===== src/hw/rtl/ple_pkg.sv =====
// ----------------------------------------------------------------------------
// ple_pkg: shared types and codes for the positional list engine
// Beat layouts, command and status codes, and the control and status
// structs that join the controller to the datapath.
// ----------------------------------------------------------------------------
package ple_pkg;

  // Field widths fixed by the beat layouts.
  localparam int CMD_W = 4;
  localparam int POS_W = 7;
  localparam int VAL_W = 32;
  localparam int ST_W  = 2;

  // Command codes carried in the command field.
  localparam logic [CMD_W-1:0] CMD_INS_FRONT = 4'd0;
  localparam logic [CMD_W-1:0] CMD_INS_POS   = 4'd1;
  localparam logic [CMD_W-1:0] CMD_INS_END   = 4'd2;
  localparam logic [CMD_W-1:0] CMD_DEL_FRONT = 4'd3;
  localparam logic [CMD_W-1:0] CMD_DEL_POS   = 4'd4;
  localparam logic [CMD_W-1:0] CMD_DEL_END   = 4'd5;
  localparam logic [CMD_W-1:0] CMD_WALK      = 4'd6;
  localparam logic [CMD_W-1:0] CMD_SEARCH    = 4'd7;
  localparam logic [CMD_W-1:0] CMD_CLEAR     = 4'd8;

  // Result status codes.
  localparam logic [ST_W-1:0] ST_OK       = 2'd0;
  localparam logic [ST_W-1:0] ST_EMPTY    = 2'd1;
  localparam logic [ST_W-1:0] ST_NOTFOUND = 2'd2;
  localparam logic [ST_W-1:0] ST_FULL     = 2'd3;

  // Input beat.
  typedef struct packed {
    logic [CMD_W-1:0]        command;
    logic [POS_W-1:0]        position;
    logic signed [VAL_W-1:0] value;
  } in_item_t;

  // Result beat.
  typedef struct packed {
    logic [ST_W-1:0]         status;
    logic signed [VAL_W-1:0] value_out;
    logic [POS_W-1:0]        position_out;
    logic                    last;
  } out_item_t;

  // Scan pointer update.
  typedef enum logic [2:0] {
    SRC_HOLD,
    SRC_ZERO,
    SRC_CNT_M1,
    SRC_NEWTGT,
    SRC_INC,
    SRC_DEC
  } src_op_t;

  // Target index source.
  typedef enum logic [1:0] {
    TGT_ZERO,
    TGT_POS,
    TGT_CNT,
    TGT_CNT_M1
  } tgt_sel_t;

  // Memory write source.
  typedef enum logic [1:0] {
    WR_NONE,
    WR_UP,
    WR_DOWN,
    WR_VALUE
  } wr_op_t;

  // Entry count update.
  typedef enum logic [1:0] {
    CNT_HOLD,
    CNT_INC,
    CNT_DEC,
    CNT_CLR
  } cnt_op_t;

  // Result value source.
  typedef enum logic [1:0] {
    VAL_ZERO,
    VAL_IN,
    VAL_RD,
    VAL_REM
  } val_sel_t;

  // Result position source.
  typedef enum logic [1:0] {
    POS_ZERO,
    POS_TGT,
    POS_PIPE
  } pos_sel_t;

  // Commands from the controller to the datapath.
  typedef struct packed {
    logic            latch_in;
    logic            tgt_ld;
    tgt_sel_t        tgt_sel;
    src_op_t         src_op;
    logic            rd_en;
    wr_op_t          wr_op;
    cnt_op_t         cnt_op;
    logic            rem_ld;
    logic            out_ld;
    logic [ST_W-1:0] out_status;
    val_sel_t        out_val;
    pos_sel_t        out_pos;
    logic            out_last;
  } ctl_cmd_t;

  // Status from the datapath to the controller.
  typedef struct packed {
    logic [CMD_W-1:0] command;
    logic             full;
    logic             empty;
    logic             ins_pos_ok;
    logic             del_pos_ok;
    logic             tgt_at_cnt;
    logic             src_at_tgt;
    logic             src_at_last;
    logic             pipe_at_last;
    logic             match;
    logic             out_free;
  } dp_stat_t;

endpackage


===== src/hw/rtl/positional_list_engine_core.sv =====
// ----------------------------------------------------------------------------
// positional_list_engine_core: bounded ordered list of signed 32-bit values
// Holds up to CAPACITY entries in position order. Each input beat carries one
// command: insert at front, position or end; delete at front, position or
// end; walk; search; clear.
// Input channel in_*: one command per beat, taken when in_valid is high and
// in_stall is low. in_stall is high from acceptance until the command's last
// result beat has been loaded into the output register.
// Output channel out_*: one beat per command, or one per entry for a walk;
// the final beat of a command has last set. Undefined commands give no beat.
// While an insert, delete or search runs, the entry memory moves or reads one
// entry per cycle. A walk reads each entry, then loads its beat once the
// output register is free. Clear and rejected commands go straight to the
// result beat.
// Reset empties the list and the output register, not the entry contents.
// While out_stall is high the output beat holds and the engine waits to load
// the next one; the next command is taken once the last beat is loaded.
// ----------------------------------------------------------------------------
module positional_list_engine_core #(
  parameter int CAPACITY = 16
) (
  input  logic               clk,
  input  logic               rst_n,
  input  logic               in_valid,
  output logic               in_stall,
  input  ple_pkg::in_item_t  in_data,
  output logic               out_valid,
  input  logic               out_stall,
  output ple_pkg::out_item_t out_data
);

  ple_pkg::ctl_cmd_t cmd;
  ple_pkg::dp_stat_t stat;

  // Command sequencer.
  ple_ctrl u_ctrl (
    .clk      (clk),
    .rst_n    (rst_n),
    .in_valid (in_valid),
    .in_stall (in_stall),
    .stat     (stat),
    .cmd      (cmd)
  );

  // Entry memory, pointers and output register.
  ple_datapath #(
    .CAPACITY (CAPACITY)
  ) u_datapath (
    .clk       (clk),
    .rst_n     (rst_n),
    .cmd       (cmd),
    .stat      (stat),
    .in_data   (in_data),
    .out_valid (out_valid),
    .out_stall (out_stall),
    .out_data  (out_data)
  );

endmodule


===== src/hw/rtl/ple_datapath.sv =====
// ----------------------------------------------------------------------------
// ple_datapath: entry memory, pointers and result register
// Holds the list in a memory with one write port and a registered read port,
// the entry count, the scan and target pointers and the output beat register.
// ----------------------------------------------------------------------------
module ple_datapath #(
  parameter int CAPACITY = 16
) (
  input  logic                clk,
  input  logic                rst_n,
  input  ple_pkg::ctl_cmd_t   cmd,
  output ple_pkg::dp_stat_t   stat,
  input  ple_pkg::in_item_t   in_data,
  output logic                out_valid,
  input  logic                out_stall,
  output ple_pkg::out_item_t  out_data
);

  localparam int AW = (CAPACITY > 1) ? $clog2(CAPACITY) : 1;
  localparam int CW = $clog2(CAPACITY + 1);
  localparam int EW = ple_pkg::POS_W + 1;

  // Entry storage and its registered read port.
  logic [ple_pkg::VAL_W-1:0] mem [CAPACITY];
  logic [ple_pkg::VAL_W-1:0] rd_data_r;
  logic [AW-1:0]             pipe_r;

  // Latched item and working registers.
  logic [ple_pkg::CMD_W-1:0] cmd_code_r;
  logic [ple_pkg::POS_W-1:0] pos_r;
  logic [ple_pkg::VAL_W-1:0] val_r;
  logic [ple_pkg::VAL_W-1:0] rem_r;
  logic [AW-1:0]             tgt_r;
  logic [AW-1:0]             tgt_nxt;
  logic [AW-1:0]             src_r;
  logic [AW-1:0]             src_nxt;
  logic [CW-1:0]             cnt_r;
  logic [CW-1:0]             cnt_nxt;
  logic [CW-1:0]             cnt_m1;

  // Output beat register.
  logic                      out_valid_r;
  ple_pkg::out_item_t        out_data_r;
  ple_pkg::out_item_t        out_data_nxt;

  // Write port.
  logic                      wr_en;
  logic [AW-1:0]             wr_addr;
  logic [ple_pkg::VAL_W-1:0] wr_data;

  assign cnt_m1 = cnt_r - CW'(1);

  // Target index selection.
  always_comb begin
    unique case (cmd.tgt_sel)
      ple_pkg::TGT_ZERO:   tgt_nxt = '0;
      ple_pkg::TGT_POS:    tgt_nxt = AW'(pos_r - ple_pkg::POS_W'(1));
      ple_pkg::TGT_CNT:    tgt_nxt = AW'(cnt_r);
      ple_pkg::TGT_CNT_M1: tgt_nxt = AW'(cnt_m1);
      default:             tgt_nxt = '0;
    endcase
  end

  // Scan pointer update.
  always_comb begin
    unique case (cmd.src_op)
      ple_pkg::SRC_ZERO:   src_nxt = '0;
      ple_pkg::SRC_CNT_M1: src_nxt = AW'(cnt_m1);
      ple_pkg::SRC_NEWTGT: src_nxt = tgt_nxt;
      ple_pkg::SRC_INC:    src_nxt = src_r + AW'(1);
      ple_pkg::SRC_DEC:    src_nxt = src_r - AW'(1);
      default:             src_nxt = src_r;
    endcase
  end

  // Entry count update.
  always_comb begin
    unique case (cmd.cnt_op)
      ple_pkg::CNT_INC: cnt_nxt = cnt_r + CW'(1);
      ple_pkg::CNT_DEC: cnt_nxt = cnt_m1;
      ple_pkg::CNT_CLR: cnt_nxt = '0;
      default:          cnt_nxt = cnt_r;
    endcase
  end

  // Write address and data: shift moves copy the word read last cycle.
  always_comb begin
    wr_en   = 1'b1;
    wr_addr = tgt_r;
    wr_data = val_r;
    unique case (cmd.wr_op)
      ple_pkg::WR_UP: begin
        wr_addr = pipe_r + AW'(1);
        wr_data = rd_data_r;
      end
      ple_pkg::WR_DOWN: begin
        wr_addr = pipe_r - AW'(1);
        wr_data = rd_data_r;
      end
      ple_pkg::WR_VALUE: begin
        wr_addr = tgt_r;
        wr_data = val_r;
      end
      default: wr_en = 1'b0;
    endcase
  end

  // Memory write and registered read.
  always_ff @(posedge clk) begin
    if (wr_en) begin
      mem[wr_addr] <= wr_data;
    end
    if (cmd.rd_en) begin
      rd_data_r <= mem[src_r];
      pipe_r    <= src_r;
    end
  end

  // Payload registers without reset.
  always_ff @(posedge clk) begin
    if (cmd.latch_in) begin
      cmd_code_r <= in_data.command;
      pos_r      <= in_data.position;
      val_r      <= in_data.value;
    end
    if (cmd.tgt_ld) begin
      tgt_r <= tgt_nxt;
    end
    if (cmd.rem_ld) begin
      rem_r <= rd_data_r;
    end
    src_r <= src_nxt;
    if (cmd.out_ld) begin
      out_data_r <= out_data_nxt;
    end
  end

  // Result beat assembly.
  always_comb begin
    out_data_nxt.status = cmd.out_status;
    out_data_nxt.last   = cmd.out_last;
    unique case (cmd.out_val)
      ple_pkg::VAL_IN:  out_data_nxt.value_out = val_r;
      ple_pkg::VAL_RD:  out_data_nxt.value_out = rd_data_r;
      ple_pkg::VAL_REM: out_data_nxt.value_out = rem_r;
      default:          out_data_nxt.value_out = '0;
    endcase
    unique case (cmd.out_pos)
      ple_pkg::POS_TGT:
        out_data_nxt.position_out = ple_pkg::POS_W'(tgt_r) + ple_pkg::POS_W'(1);
      ple_pkg::POS_PIPE:
        out_data_nxt.position_out = ple_pkg::POS_W'(pipe_r) + ple_pkg::POS_W'(1);
      default:
        out_data_nxt.position_out = '0;
    endcase
  end

  // Control registers.
  always_ff @(posedge clk) begin
    if (!rst_n) begin
      cnt_r       <= '0;
      out_valid_r <= 1'b0;
    end else begin
      cnt_r <= cnt_nxt;
      if (cmd.out_ld) begin
        out_valid_r <= 1'b1;
      end else if (!out_stall) begin
        out_valid_r <= 1'b0;
      end
    end
  end

  // Status back to the controller.
  always_comb begin
    stat.command      = cmd_code_r;
    stat.full         = (cnt_r >= CW'(CAPACITY));
    stat.empty        = (cnt_r == '0);
    stat.ins_pos_ok   = (pos_r != '0) && (EW'(pos_r) <= EW'(cnt_r) + EW'(1));
    stat.del_pos_ok   = (pos_r != '0) && (EW'(pos_r) <= EW'(cnt_r));
    stat.tgt_at_cnt   = (CW'(tgt_r) == cnt_r);
    stat.src_at_tgt   = (src_r == tgt_r);
    stat.src_at_last  = (CW'(src_r) == cnt_m1);
    stat.pipe_at_last = (CW'(pipe_r) == cnt_m1);
    stat.match        = (rd_data_r == val_r);
    stat.out_free     = !out_valid_r || !out_stall;
  end

  assign out_valid = out_valid_r;
  assign out_data  = out_data_r;

endmodule


===== src/hw/rtl/ple_ctrl.sv =====
// ----------------------------------------------------------------------------
// ple_ctrl: command sequencer for the positional list engine
// Decodes the latched command and steps the datapath through shifts,
// scans and walks, then hands the result beat to the output register.
// ----------------------------------------------------------------------------
module ple_ctrl (
  input  logic              clk,
  input  logic              rst_n,
  input  logic              in_valid,
  output logic              in_stall,
  input  ple_pkg::dp_stat_t stat,
  output ple_pkg::ctl_cmd_t cmd
);

  typedef enum logic [3:0] {
    S_IDLE,
    S_DISPATCH,
    S_INS_START,
    S_SHUP_FIRST,
    S_SHUP,
    S_SHUP_LAST,
    S_PUT,
    S_DEL_FIRST,
    S_DEL_SECOND,
    S_DEL_MOVE,
    S_DEL_DRAIN,
    S_DEL_TAKE,
    S_WALK_RD,
    S_WALK_OUT,
    S_SEARCH,
    S_RESULT
  } state_t;

  state_t                     state_r, state_nxt;
  logic [ple_pkg::ST_W-1:0]   res_st_r, res_st_nxt;
  ple_pkg::val_sel_t          res_val_r, res_val_nxt;
  ple_pkg::pos_sel_t          res_pos_r, res_pos_nxt;

  assign in_stall = (state_r != S_IDLE);

  // Next state, pending result and datapath commands.
  always_comb begin
    cmd         = '0;
    state_nxt   = state_r;
    res_st_nxt  = res_st_r;
    res_val_nxt = res_val_r;
    res_pos_nxt = res_pos_r;
    unique case (state_r)
      S_IDLE: begin
        if (in_valid) begin
          cmd.latch_in = 1'b1;
          state_nxt    = S_DISPATCH;
        end
      end
      S_DISPATCH: begin
        unique case (stat.command) inside
          ple_pkg::CMD_INS_FRONT, ple_pkg::CMD_INS_POS, ple_pkg::CMD_INS_END: begin
            res_val_nxt = ple_pkg::VAL_IN;
            res_pos_nxt = ple_pkg::POS_ZERO;
            if (stat.full) begin
              res_st_nxt = ple_pkg::ST_FULL;
              state_nxt  = S_RESULT;
            end else if (stat.command == ple_pkg::CMD_INS_POS && !stat.empty
                         && !stat.ins_pos_ok) begin
              res_st_nxt = ple_pkg::ST_NOTFOUND;
              state_nxt  = S_RESULT;
            end else begin
              cmd.tgt_ld = 1'b1;
              if (stat.command == ple_pkg::CMD_INS_END) begin
                cmd.tgt_sel = ple_pkg::TGT_CNT;
              end else if (stat.command == ple_pkg::CMD_INS_POS && !stat.empty) begin
                cmd.tgt_sel = ple_pkg::TGT_POS;
              end else begin
                cmd.tgt_sel = ple_pkg::TGT_ZERO;
              end
              state_nxt = S_INS_START;
            end
          end
          ple_pkg::CMD_DEL_FRONT, ple_pkg::CMD_DEL_POS, ple_pkg::CMD_DEL_END: begin
            res_val_nxt = ple_pkg::VAL_ZERO;
            res_pos_nxt = ple_pkg::POS_ZERO;
            if (stat.empty) begin
              res_st_nxt = ple_pkg::ST_EMPTY;
              state_nxt  = S_RESULT;
            end else if (stat.command == ple_pkg::CMD_DEL_POS && !stat.del_pos_ok) begin
              res_st_nxt = ple_pkg::ST_NOTFOUND;
              state_nxt  = S_RESULT;
            end else begin
              cmd.tgt_ld = 1'b1;
              cmd.src_op = ple_pkg::SRC_NEWTGT;
              if (stat.command == ple_pkg::CMD_DEL_POS) begin
                cmd.tgt_sel = ple_pkg::TGT_POS;
              end else if (stat.command == ple_pkg::CMD_DEL_END) begin
                cmd.tgt_sel = ple_pkg::TGT_CNT_M1;
              end else begin
                cmd.tgt_sel = ple_pkg::TGT_ZERO;
              end
              state_nxt = S_DEL_FIRST;
            end
          end
          ple_pkg::CMD_WALK: begin
            if (stat.empty) begin
              res_st_nxt  = ple_pkg::ST_EMPTY;
              res_val_nxt = ple_pkg::VAL_ZERO;
              res_pos_nxt = ple_pkg::POS_ZERO;
              state_nxt   = S_RESULT;
            end else begin
              cmd.src_op = ple_pkg::SRC_ZERO;
              state_nxt  = S_WALK_RD;
            end
          end
          ple_pkg::CMD_SEARCH: begin
            res_val_nxt = ple_pkg::VAL_IN;
            res_pos_nxt = ple_pkg::POS_ZERO;
            if (stat.empty) begin
              res_st_nxt = ple_pkg::ST_EMPTY;
              state_nxt  = S_RESULT;
            end else begin
              cmd.src_op = ple_pkg::SRC_ZERO;
              state_nxt  = S_SEARCH;
            end
          end
          ple_pkg::CMD_CLEAR: begin
            cmd.cnt_op  = ple_pkg::CNT_CLR;
            res_st_nxt  = ple_pkg::ST_OK;
            res_val_nxt = ple_pkg::VAL_ZERO;
            res_pos_nxt = ple_pkg::POS_ZERO;
            state_nxt   = S_RESULT;
          end
          default: state_nxt = S_IDLE;
        endcase
      end
      // Insert: shift entries from the tail down to the target up by one.
      S_INS_START: begin
        if (stat.tgt_at_cnt) begin
          state_nxt = S_PUT;
        end else begin
          cmd.src_op = ple_pkg::SRC_CNT_M1;
          state_nxt  = S_SHUP_FIRST;
        end
      end
      S_SHUP_FIRST, S_SHUP: begin
        cmd.rd_en = 1'b1;
        if (state_r == S_SHUP) begin
          cmd.wr_op = ple_pkg::WR_UP;
        end
        if (stat.src_at_tgt) begin
          state_nxt = S_SHUP_LAST;
        end else begin
          cmd.src_op = ple_pkg::SRC_DEC;
          state_nxt  = S_SHUP;
        end
      end
      S_SHUP_LAST: begin
        cmd.wr_op = ple_pkg::WR_UP;
        state_nxt = S_PUT;
      end
      S_PUT: begin
        cmd.wr_op   = ple_pkg::WR_VALUE;
        cmd.cnt_op  = ple_pkg::CNT_INC;
        res_st_nxt  = ple_pkg::ST_OK;
        res_val_nxt = ple_pkg::VAL_IN;
        res_pos_nxt = ple_pkg::POS_TGT;
        state_nxt   = S_RESULT;
      end
      // Delete: read the target, then move later entries down by one.
      S_DEL_FIRST: begin
        cmd.rd_en = 1'b1;
        if (stat.src_at_last) begin
          state_nxt = S_DEL_TAKE;
        end else begin
          cmd.src_op = ple_pkg::SRC_INC;
          state_nxt  = S_DEL_SECOND;
        end
      end
      S_DEL_SECOND, S_DEL_MOVE: begin
        cmd.rd_en = 1'b1;
        if (state_r == S_DEL_SECOND) begin
          cmd.rem_ld = 1'b1;
        end else begin
          cmd.wr_op = ple_pkg::WR_DOWN;
        end
        if (stat.src_at_last) begin
          state_nxt = S_DEL_DRAIN;
        end else begin
          cmd.src_op = ple_pkg::SRC_INC;
          state_nxt  = S_DEL_MOVE;
        end
      end
      S_DEL_DRAIN, S_DEL_TAKE: begin
        if (state_r == S_DEL_DRAIN) begin
          cmd.wr_op = ple_pkg::WR_DOWN;
        end else begin
          cmd.rem_ld = 1'b1;
        end
        cmd.cnt_op  = ple_pkg::CNT_DEC;
        res_st_nxt  = ple_pkg::ST_OK;
        res_val_nxt = ple_pkg::VAL_REM;
        res_pos_nxt = ple_pkg::POS_TGT;
        state_nxt   = S_RESULT;
      end
      // Walk: one read and one beat per entry.
      S_WALK_RD: begin
        cmd.rd_en = 1'b1;
        state_nxt = S_WALK_OUT;
      end
      S_WALK_OUT: begin
        if (stat.out_free) begin
          cmd.out_ld     = 1'b1;
          cmd.out_status = ple_pkg::ST_OK;
          cmd.out_val    = ple_pkg::VAL_RD;
          cmd.out_pos    = ple_pkg::POS_PIPE;
          cmd.out_last   = stat.pipe_at_last;
          if (stat.pipe_at_last) begin
            state_nxt = S_IDLE;
          end else begin
            cmd.src_op = ple_pkg::SRC_INC;
            state_nxt  = S_WALK_RD;
          end
        end
      end
      // Search: issue reads in order, compare each word in the cycle after its read.
      S_SEARCH: begin
        if (cmd.src_op == ple_pkg::SRC_HOLD && res_pos_r == ple_pkg::POS_PIPE
            && stat.match) begin
          res_st_nxt = ple_pkg::ST_OK;
          state_nxt  = S_RESULT;
        end else if (res_pos_r == ple_pkg::POS_PIPE && stat.match) begin
          res_st_nxt = ple_pkg::ST_OK;
          state_nxt  = S_RESULT;
        end else if (res_pos_r == ple_pkg::POS_PIPE && stat.pipe_at_last) begin
          res_st_nxt  = ple_pkg::ST_NOTFOUND;
          res_pos_nxt = ple_pkg::POS_ZERO;
          state_nxt   = S_RESULT;
        end else begin
          cmd.rd_en   = 1'b1;
          res_pos_nxt = ple_pkg::POS_PIPE;
          if (!stat.src_at_last) begin
            cmd.src_op = ple_pkg::SRC_INC;
          end
        end
      end
      S_RESULT: begin
        if (stat.out_free) begin
          cmd.out_ld     = 1'b1;
          cmd.out_status = res_st_r;
          cmd.out_val    = res_val_r;
          cmd.out_pos    = res_pos_r;
          cmd.out_last   = 1'b1;
          state_nxt      = S_IDLE;
        end
      end
      default: state_nxt = S_IDLE;
    endcase
  end

  // State and pending result registers.
  always_ff @(posedge clk) begin
    if (!rst_n) begin
      state_r   <= S_IDLE;
      res_st_r  <= ple_pkg::ST_OK;
      res_val_r <= ple_pkg::VAL_ZERO;
      res_pos_r <= ple_pkg::POS_ZERO;
    end else begin
      state_r   <= state_nxt;
      res_st_r  <= res_st_nxt;
      res_val_r <= res_val_nxt;
      res_pos_r <= res_pos_nxt;
    end
  end

endmodule


===== config.mk =====
export PLATFORM = sky130hd
export DESIGN_NAME = positional_list_engine_core
export DESIGN_NICKNAME = d
export VERILOG_FILES = /design/src/hw/rtl/ple_pkg.sv /design/src/hw/rtl/positional_list_engine_core.sv /design/src/hw/rtl/ple_datapath.sv /design/src/hw/rtl/ple_ctrl.sv
export SDC_FILE = /design/constraint.sdc
export NUM_CORES = 1
export LEC_CHECK = 0
export BUFFER_PORTS_ARGS = -buffer_cell sky130_fd_sc_hd__buf_2
export CAP_MARGIN = 5
export CORE_MARGIN = 2
export CORE_UTILIZATION = 45
export DETAILED_ROUTE_END_ITERATION = 6
export HOLD_SLACK_MARGIN = 0.08
export SYNTH_ARGS = -nofsm -noshare
export SYNTH_HDL_FRONTEND = slang
export SYNTH_SLANG_ARGS = --single-unit

===== constraint.sdc =====
create_clock -name clk -period 4.93 [get_ports clk]
set_input_delay 0.2465 -clock clk [delete_from_list [all_inputs] [get_ports clk]]
set_output_delay 0.2465 -clock clk [all_outputs]
set_load 0.05 [all_outputs]

### After elaboration in Yosys (flattened, before gate mapping)

Memories as Yosys holds them, arrays and structs flattened. A register that Yosys moved wholly into a read port is not among the register bits.
Index checks and enable logic that the tools add are counted.

| storage, ports and cells | value |
|---|---|
| register bits after elaboration | 145 |
| RAM bits | 512 |
| input port bits | 47 |
| output and inout port bits | 44 |
| logic and storage cells | 214 |
| memories kept | 1 |

Memory list:

| memory | depth | width | rd ports | clocked after memory_dff | write ports | RTL line | source |
|---|---|---|---|---|---|---|---|
| u_datapath.mem | 16 | 32 | 1 | 1 | 1 | ple_datapath.sv:24 | `logic [ple_pkg::VAL_W-1:0] mem [CAPACITY];` |

| cells by class | value |
|---|---|
| add/sub/neg operators | 10 |
| magnitude comparators | 3 |
| eq/ne operators | 61 |
| mux-type cells | 81 |
| reductions and logical operators | 41 |

Operator list:

| kind | number |
|---|---|
| $pmux W32 S3 | 1 |
| $mux W4 | 12 |
| $pmux W4 S12 | 1 |
| $mux W2 | 20 |
| $pmux W4 S5 | 2 |
| $eq A4 B4 Y1 const B | 9 |
| $eq A32 B32 Y1 | 1 |
| $eq A4 B3 Y1 const B | 8 |
| $mux W32 | 1 |
| $pmux W2 S3 | 5 |
| $mux W3 | 8 |
| $eq A2 B2 Y1 const B | 10 |
| $pmux W3 S6 | 1 |
| $eq A4 B2 Y1 const B | 4 |
| $mux W8 | 2 |
| $pmux W4 S4 | 1 |
| $pmux W8 S2 | 1 |
| $eq A4 B5 Y1 | 3 |
| $pmux W5 S3 | 1 |
| $reduce_or A3 Y1 | 5 |
| $mux W1 | 14 |
| $pmux W7 S2 | 1 |
| $mux W6 | 2 |
| $pmux W3 S2 | 2 |
| 44 further kinds | 81 |

### Longest topological paths before layout

Gate-level depths: netlist of the first run.

| logic depth | value |
|---|---|
| depth after elaboration | 12 |
| depth in mapped cells | 14 |
| gate-level depth less buffers | 12 |

### Cells and area by module

From an unflattened synthesis of the first run, not the netlist that was laid out.

| unflattened totals | value |
|---|---|
| cell total of the unflattened synthesis | 1465 |
| area, all modules | 28443.5 um2 |

Modules (own cells, without submodules):

| module | instances | cells each | area each (um2) | sequential area each (um2) |
|---|---|---|---|---|
| ple_datapath | 1 | 1273 | 27176.1 | 20269.4 |
| ple_ctrl | 1 | 192 | 1267.5 | 200.2 |

### Least setup slack after synthesis of the first run

OpenSTA, ideal clock, no wires.

| timing path | value |
|---|---|
| kind | reg2reg |
| start | register u_ctrl.state_r[1] |
| end | memory u_datapath.mem[10][0] in the netlist's numbering, enable pin |
| setup time | 0.461 ns |
| arrival | 4.639 ns |
| data required time | 4.469 ns |
| slack | -0.171 ns |
| stages on the path, launching flop included | 14 |
| path buffers | 2 |
| clock period less this slack | 5.101 ns |
| cell sequence | dfxtp_1 > buf_2 > buf_1 > xor2_1 > a22oi_1 > inv_1 > ha_1 > ha_1 > a21o_1 > a21oi_1 > xnor2_1 > nand2_1 > o21ai_1 > nor3_1 |

| on the way | value |
|---|---|
| cells in the longest elaborated chain, start to end | 8 |
| elaborated cells on any way between the ends | 23 |
| classes of those cells | eq/ne (11); mux (8); reduce/logical (4) |

Ends and longest elaborated chain:

| item | RTL line | source |
|---|---|---|
| from (decl) | ple_ctrl.sv:34 | `state_t state_r, state_nxt;` |
| from (signal assigned) | ple_ctrl.sv:265 | `state_r <= state_nxt;` |
| $eq A4 B3 Y1, or another cell as far along | ple_ctrl.sv:48, ple_ctrl.sv:144 |  |
| $mux W1, or another cell as far along | ple_ctrl.sv:144 | `if (state_r == S_SHUP) begin` |
| $pmux W2 S5 * | ple_ctrl.sv:48 | `unique case (state_r)` |
| $eq A2 B2 Y1 / $eq A2 B1 Y1 (equally long branches) | ple_datapath.sv:91 | `unique case (cmd.wr_op)` |
| $reduce_or A3 Y1 (no line) | n/a |  |
| $mux W1 | ple_datapath.sv:91 |  |
| $mux W1 | ple_datapath.sv:110 | `if (wr_en) begin` |
| $mux W1 (not written as such) | ple_datapath.sv:111 | `mem[wr_addr] <= wr_data;` |
| to (decl) | ple_datapath.sv:24 |  |

Every way passes the cells marked *; elsewhere a longest branch is shown, timed or not.

### Worst setup path after layout of the first run

| timing path | value |
|---|---|
| start | register u_ctrl.state_r[1] |
| end | memory u_datapath.mem[3][18] in the netlist's numbering, enable pin |

The elaborated chain is that of the path after synthesis.

==> results of run 1 <==
## cells by family (layout without fill, tap and decap cells)
kind of cell | after synthesis | in the layout | synth area share
AOI/OAI and AO/OA | 146 | 146 | 0.03342
xor gates and xnor gates | 65 | 65 | 0.02138
adders and majority gates | 25 | 25 | 0.01160
buffers and inverters | 99 | 335 | 0.01412
DFF | 687 | 687 | 0.7242
muxes | 234 | 234 | 0.1553
other | 1 | 2 | 0.0001327
and+or+nand+nor | 227 | 227 | 0.03975
## worst max-delay path by stage
stage                                               from                              end  slack, ns  cells past startpoint
after detailed placement  u_ctrl.state_r[1]$_SDFFE_PN0P_  u_datapath.mem[3][12]$_DFFE_PP_       0.53                     13
final                     u_ctrl.state_r[1]$_SDFFE_PN0P_  u_datapath.mem[3][18]$_DFFE_PP_       0.43                     13
after global placement    u_ctrl.state_r[1]$_SDFFE_PN0P_  u_datapath.mem[1][13]$_DFFE_PP_       0.62                     13
after global routing      u_ctrl.state_r[1]$_SDFFE_PN0P_  u_datapath.mem[3][18]$_DFFE_PP_       0.14                     13
after CTS                 u_ctrl.state_r[1]$_SDFFE_PN0P_  u_datapath.mem[3][12]$_DFFE_PP_       0.51                     13
after floorplan           u_ctrl.state_r[1]$_SDFFE_PN0P_  u_datapath.mem[10][0]$_DFFE_PP_      -0.17                     13
## worst max-delay path, stage by stage, from the launching register on
cell and delay (ns):
dfxtp_1 0.79, xor2_1 0.25, a22oi_1 0.27, inv_1 0.07
ha_1 0.27, ha_1 0.32, a21o_1 0.18, a21oi_1 0.19
xnor2_1 0.16, nand2_1 0.07, o21ai_1 0.54, nand2_1 0.47
nor2_4 0.19, buf_4 0.35
## report_power, final
group	switching (mW)	total (mW)	leakage (nW)	internal [mW]
Combinational	3.49	5.79	3.12	2.30
Sequential	0.484	8.64	6.14	8.16
Clock	2.28	5.23	1.13	2.96
Total	6.25	19.7	10.4	13.4
## state kept, by name (all words and copies together) (netlist names)
signal,count
u_datapath.mem,512
u_datapath.src_r,4
u_ctrl.res_val_r,2
u_ctrl.res_pos_r,2
u_datapath.tgt_r,4
u_datapath.rd_data_r,32
u_ctrl.res_st_r,2
u_ctrl.state_r,4
u_datapath.cmd_code_r,4
u_datapath.out_data,40
u_datapath.pipe_r,4
u_datapath.cnt_r,5
u_datapath.out_valid,1
u_datapath.pos_r,7
u_datapath.rem_r,32
u_datapath.val_r,32
## placed cells by master, fill, tap and decap left out, types with 9 or more instances in the layout
cell	count
nor3_2	9
a21oi_1	25
a31oi_1	9
mux2i_1	37
edfxtp_1	671
clkbuf_16	73
nand2_1	69
buf_2	88
buf_4	37
clkinv_2	19
nor4_1	9
mux2_2	37
inv_1	20
o21ai_0	56
mux4_2	160
ha_1	22
nor3_1	15
nand3_1	13
xor2_1	44
dlygate4sd3_1	46
nor2_4	9
dfxtp_1	15
xnor2_1	18
nor2_1	46
clkinv_1	25
## timing repair
item | CTS | global route
setup buffers | 0 | 0
hold buffers | 46 | 0
endpoints found under the hold margin | 53 | 0
setup endpoints to repair | 0 | 0
## layout make-up
cell class / instances / area (µm²)
clock buffer: 81 / 1857
clock inverter: 53 / 430.4
fill: 4960 / 29200
inverter: 23 / 86.33
multi-input combinational: 699 / 7533
sequential: 687 / 20470
tap: 837 / 1047
timing repair buffer: 178 / 1319
## layer usage
layer,vias up,part of all wire
met2,416,0.46
met3,78,0.055
met5,-,0
met4,0,0.025
met1,7488,0.46
li1,6384,-
==> out/metrics.cfg, run 1 <==
[global_route]
grtUsageMet1=0.2963
gr-total-overflow=0
grt_usage=0.2001
grt_busiest_layer=met2
grt_pass1_wl_mm=94.40
met3_usage=0.03174
met2_usage=0.3058
grt_max_degree=133
antenna_found_initial=0
grt_pass1_vias=14480

[outcome]
status=finished, final reports clean

[clock_network]
clock_path_buffers=3
cts-root-buf=clkbuf_16
cts_max_level=3
tritoncts=done
cts_resized=0
cts_made_buffers=73
clkSinkCount=687
clk_pin_slew_ns=0.06
clk_latency_ns=0.62

[place]
gp_congestion=0.8233
placement.cell_area_um2=30000
dp.cells=2378
dpl.hpwl_mm=38.97
port_buffers=88
pre_cts_slack_ns=0.5281

[floorplanning]
pin_count=91
core-area_um2=61940
die_y_um=254.6
initial_core_util=0.4563
die-area_um2=64830
row_count=91
die_w_um=254.6

[routing]
ant_nets=0
wl_per_cell_um=24.86
vias=14370
via_per_inst=5.616
route.detailed.drc=0
drt-initial-drc-count=1245
wirelength_mm=63.59
dr.pass1.iters=7

[finish]
fin_nets=1734
drive_gt1_frac=0.2748
diodes=0
finalCoreUtilization=0.5286
final_area_um2=32740
area_growth_pct=15.85
final_cells=2558

[yosys]
ys_seq_area_frac=0.7242
synthArstFlopShare=0
synth_edf_count=671
syn_area_um2=28260
synth.most_common_cell=edfxtp_1
yosys_warnings=0
synth-seq-cells=687
synthTopCellsByCount=edfxtp_1, mux4_2, nand2_1
synth_top_area_share=0.7129
syn_inst=1484
avgSynthCellArea_um2=19.05
ys.flop_type=edfxtp_1
yosysUniqueCellTypes=78
synthTopCellsByArea=edfxtp_1, mux4_2, mux2_2, xor2_1, mux2i_1
synth.largest_area_cell=edfxtp_1

[worst_setup_path]
cp_data_required_time_ns=5.20
r2r_slack_ns=0.43
worst_ep_arrival_time_ns=4.77
r2r_end=u_datapath.mem[3][18]$_DFFE_PP_
cp_max_fo=21
r2r_cells=13
start_kind=flip-flop
endpoint_kind=flip-flop
r2r_start=u_ctrl.state_r[1]$_SDFFE_PN0P_
crit_type=reg2reg

[run]
maxCapViolCount=0

[worst_hold_path]
holdCritPathClass=in2reg
hold_depth=2
hold_end=u_datapath.val_r[26]$_DFFE_PP_
hp-start=in_data[26]

[timing]
rsz0062_at_grt=false
setup_tns_ns=0
hold_ws_ns=0.3318
worst_pin_slew_ns=0.9598
slew_headroom=0.3558
finalSetupViolations=0
fin_crit_sh=0.9133
setup_slack_ns=0.4275
max_freq_mhz=222.1
finClkSkew_ns=0.02579
drv_slew=0
final-hold-violation-count=0
fin_crit_ns=4.502

[power]
power_mw=19.66
p_per_area_nw_per_um2=600.5
leakagePower_nw=10.39
peakVddDrop_mv=0.3979

(Power assumes the default switching activity.)
==> run 2: changes to the inputs <==
PLACE_DENSITY = 0.7   (was unset)
clock period = 5.8 ns   (was 4.93 ns; I/O delays follow)
==> out/metrics.cfg, run 2 (synthesized netlist as in run 1, its figures left out) <==
[outcome]
status=finished, final reports clean

[clock_network]
clk_pin_slew_ns=0.06
cts_resized=0
clk_latency_ns=0.61
cts_max_level=3
clock_path_buffers=3
cts-root-buf=clkbuf_16
cts_made_buffers=74
tritoncts=done
clkSinkCount=687

[timing]
max_freq_mhz=203.7
fin_crit_ns=4.908
worst_pin_slew_ns=1.056
fin_crit_sh=0.8463
drv_slew=0
hold_ws_ns=0.3916
rsz0062_at_grt=false
finalSetupViolations=0
finClkSkew_ns=0.01821
setup_tns_ns=0
slew_headroom=0.2963
final-hold-violation-count=0

[routing]
via_per_inst=5.734
vias=14630
wl_per_cell_um=25.00
ant_nets=0
dr.pass1.iters=5
wirelength_mm=63.80
route.detailed.drc=0
drt-initial-drc-count=1302

[global_route]
grt_pass1_vias=14990
grt_max_degree=133
antenna_found_initial=0
grt_pass1_wl_mm=96.38
grt_usage=0.2023
gr-total-overflow=0

[worst_setup_path]
r2r_slack_ns=0.89
start_kind=flip-flop
worst_ep_arrival_time_ns=5.20
crit_type=reg2reg
endpoint_kind=flip-flop
r2r_end=u_datapath.mem[7][24]$_DFFE_PP_
cp_data_required_time_ns=6.09
cp_max_fo=18
r2r_cells=13
r2r_start=u_ctrl.state_r[3]$_SDFFE_PN0P_

[finish]
layout_commonest_cell=edfxtp_1
diodes=0
largest_reg_flops=512
drive_gt1_frac=0.2729
area_growth_pct=16.04
layout_common_cells=edfxtp_1, mux4_2, buf_2, clkbuf_16, nand2_1
fin_nets=1728
regMostFlops=u_datapath.mem

[power]
power.switching_mw=5.301
intPower_mw=11.72
peakVddDrop_mv=0.3631
p_sw_frac=0.3114
p_per_area_nw_per_um2=519.1
leakagePower_nw=10.41
power_frac_clock=0.280
sequentialPowerShare=0.432
power_frac_comb=0.288

[floorplanning]
die_y_um=254.6
die_w_um=254.6
pin_count=91
initial_core_util=0.4563
row_count=91
core-area_um2=61940
die-area_um2=64830

[place]
dpl.hpwl_mm=37.86
gp_congestion=0.8149
port_buffers=88

[worst_hold_path]
hold_end=u_datapath.val_r[15]$_DFFE_PP_
hp-start=in_data[15]
hold_depth=2
holdCritPathClass=in2reg

[run]
maxCapViolCount=0

## run 2: changes by cell type in the layout (fill, tap and decap cells not counted), sizes merged
cell / previous run / this run
buf: 132 / 125
clkinvlp: 1 / 2
bufinv: 4 / 8
clkbuf: 81 / 95
clkinv: 48 / 30
## run 2: repair_timing
action	4_1_cts	5_1_grt
hold buffers	46	0
hold endpoints to repair	50	0
setup buffers	0	0
## run 2: layout make-up
type,instances,area [µm²]
fill,4849,29140
sequential,687,20470
multi-input combinational,699,7533
clock buffer,95,2036
timing repair buffer,171,1191
tap,837,1047
clock inverter,40,432.9
inverter,23,86.33
## run 2: worst max-delay path by stage
| stage | end | startpoint |
|---|---|---|
| after floorplan | u_datapath.mem[10][0]$_DFFE_PP_ | u_ctrl.state_r[1]$_SDFFE_PN0P_ |
| after global placement | u_datapath.mem[7][20]$_DFFE_PP_ | u_ctrl.state_r[3]$_SDFFE_PN0P_ |
| after detailed placement | u_datapath.mem[6][20]$_DFFE_PP_ | u_ctrl.state_r[3]$_SDFFE_PN0P_ |
| after CTS | u_datapath.mem[6][24]$_DFFE_PP_ | u_ctrl.state_r[3]$_SDFFE_PN0P_ |
| after global routing | u_datapath.mem[6][24]$_DFFE_PP_ | u_ctrl.state_r[3]$_SDFFE_PN0P_ |
| final | u_datapath.mem[7][24]$_DFFE_PP_ | u_ctrl.state_r[3]$_SDFFE_PN0P_ |
## run 2: stage by stage
| stage | std cells | worst slack, ns | util | power (mW) | cell area [µm²] |
|---|---|---|---|---|---|
| 6_report | 2552 | 0.8916 | 0.5295 | 17.02 | 32800 |
| 5_1_grt | 2552 | 0.5251 | 0.5295 | 17.76 | 32800 |
| 4_1_cts | 2552 | 0.8875 | 0.5295 | 17.19 | 32800 |
| 3_5_place_dp | 2371 | 0.9217 | 0.4822 | 12.38 | 29870 |
| 3_3_place_gp | 2371 | 1.080 | 0.4822 | 12.22 | 29870 |
| 2_1_floorplan | 1485 | 0.6994 | - | 10.72 | 28270 |
## run 2: critical path, stage by stage (launching register included)
cell and delay (ns):
dfxtp_1 0.62, nor2b_1 0.59, a22oi_1 0.21, inv_1 0.09, ha_1 0.24, ha_1 0.26, a21o_1 0.18, a21oi_1 0.17
xnor2_1 0.15, nand2_1 0.07, o21ai_1 0.53, nand2_1 0.47, nor2_4 0.64, buf_4 0.36
## run 2: layer usage
layer  track usage  share of wire  vias up
li1              -              -     6359
met1        0.2854           0.43     7613
met2        0.3262           0.49      564
met3       0.03725          0.067       98
met4       0.05547          0.022        0
met5             0              0        -
## run 2: power groups by stage
| stage | clock network (mW) | registers, mW | logic, mW |
|---|---|---|---|
| after CTS | 4.85 | 7.36 | 4.98 |
| after detailed placement | 0 | 7.46 | 4.93 |
| final | 4.77 | 7.36 | 4.90 |
| after global placement | 0 | 7.42 | 4.80 |
| after global routing | 5.05 | 7.43 | 5.28 |
| after floorplan | 0 | 7.29 | 3.44 |
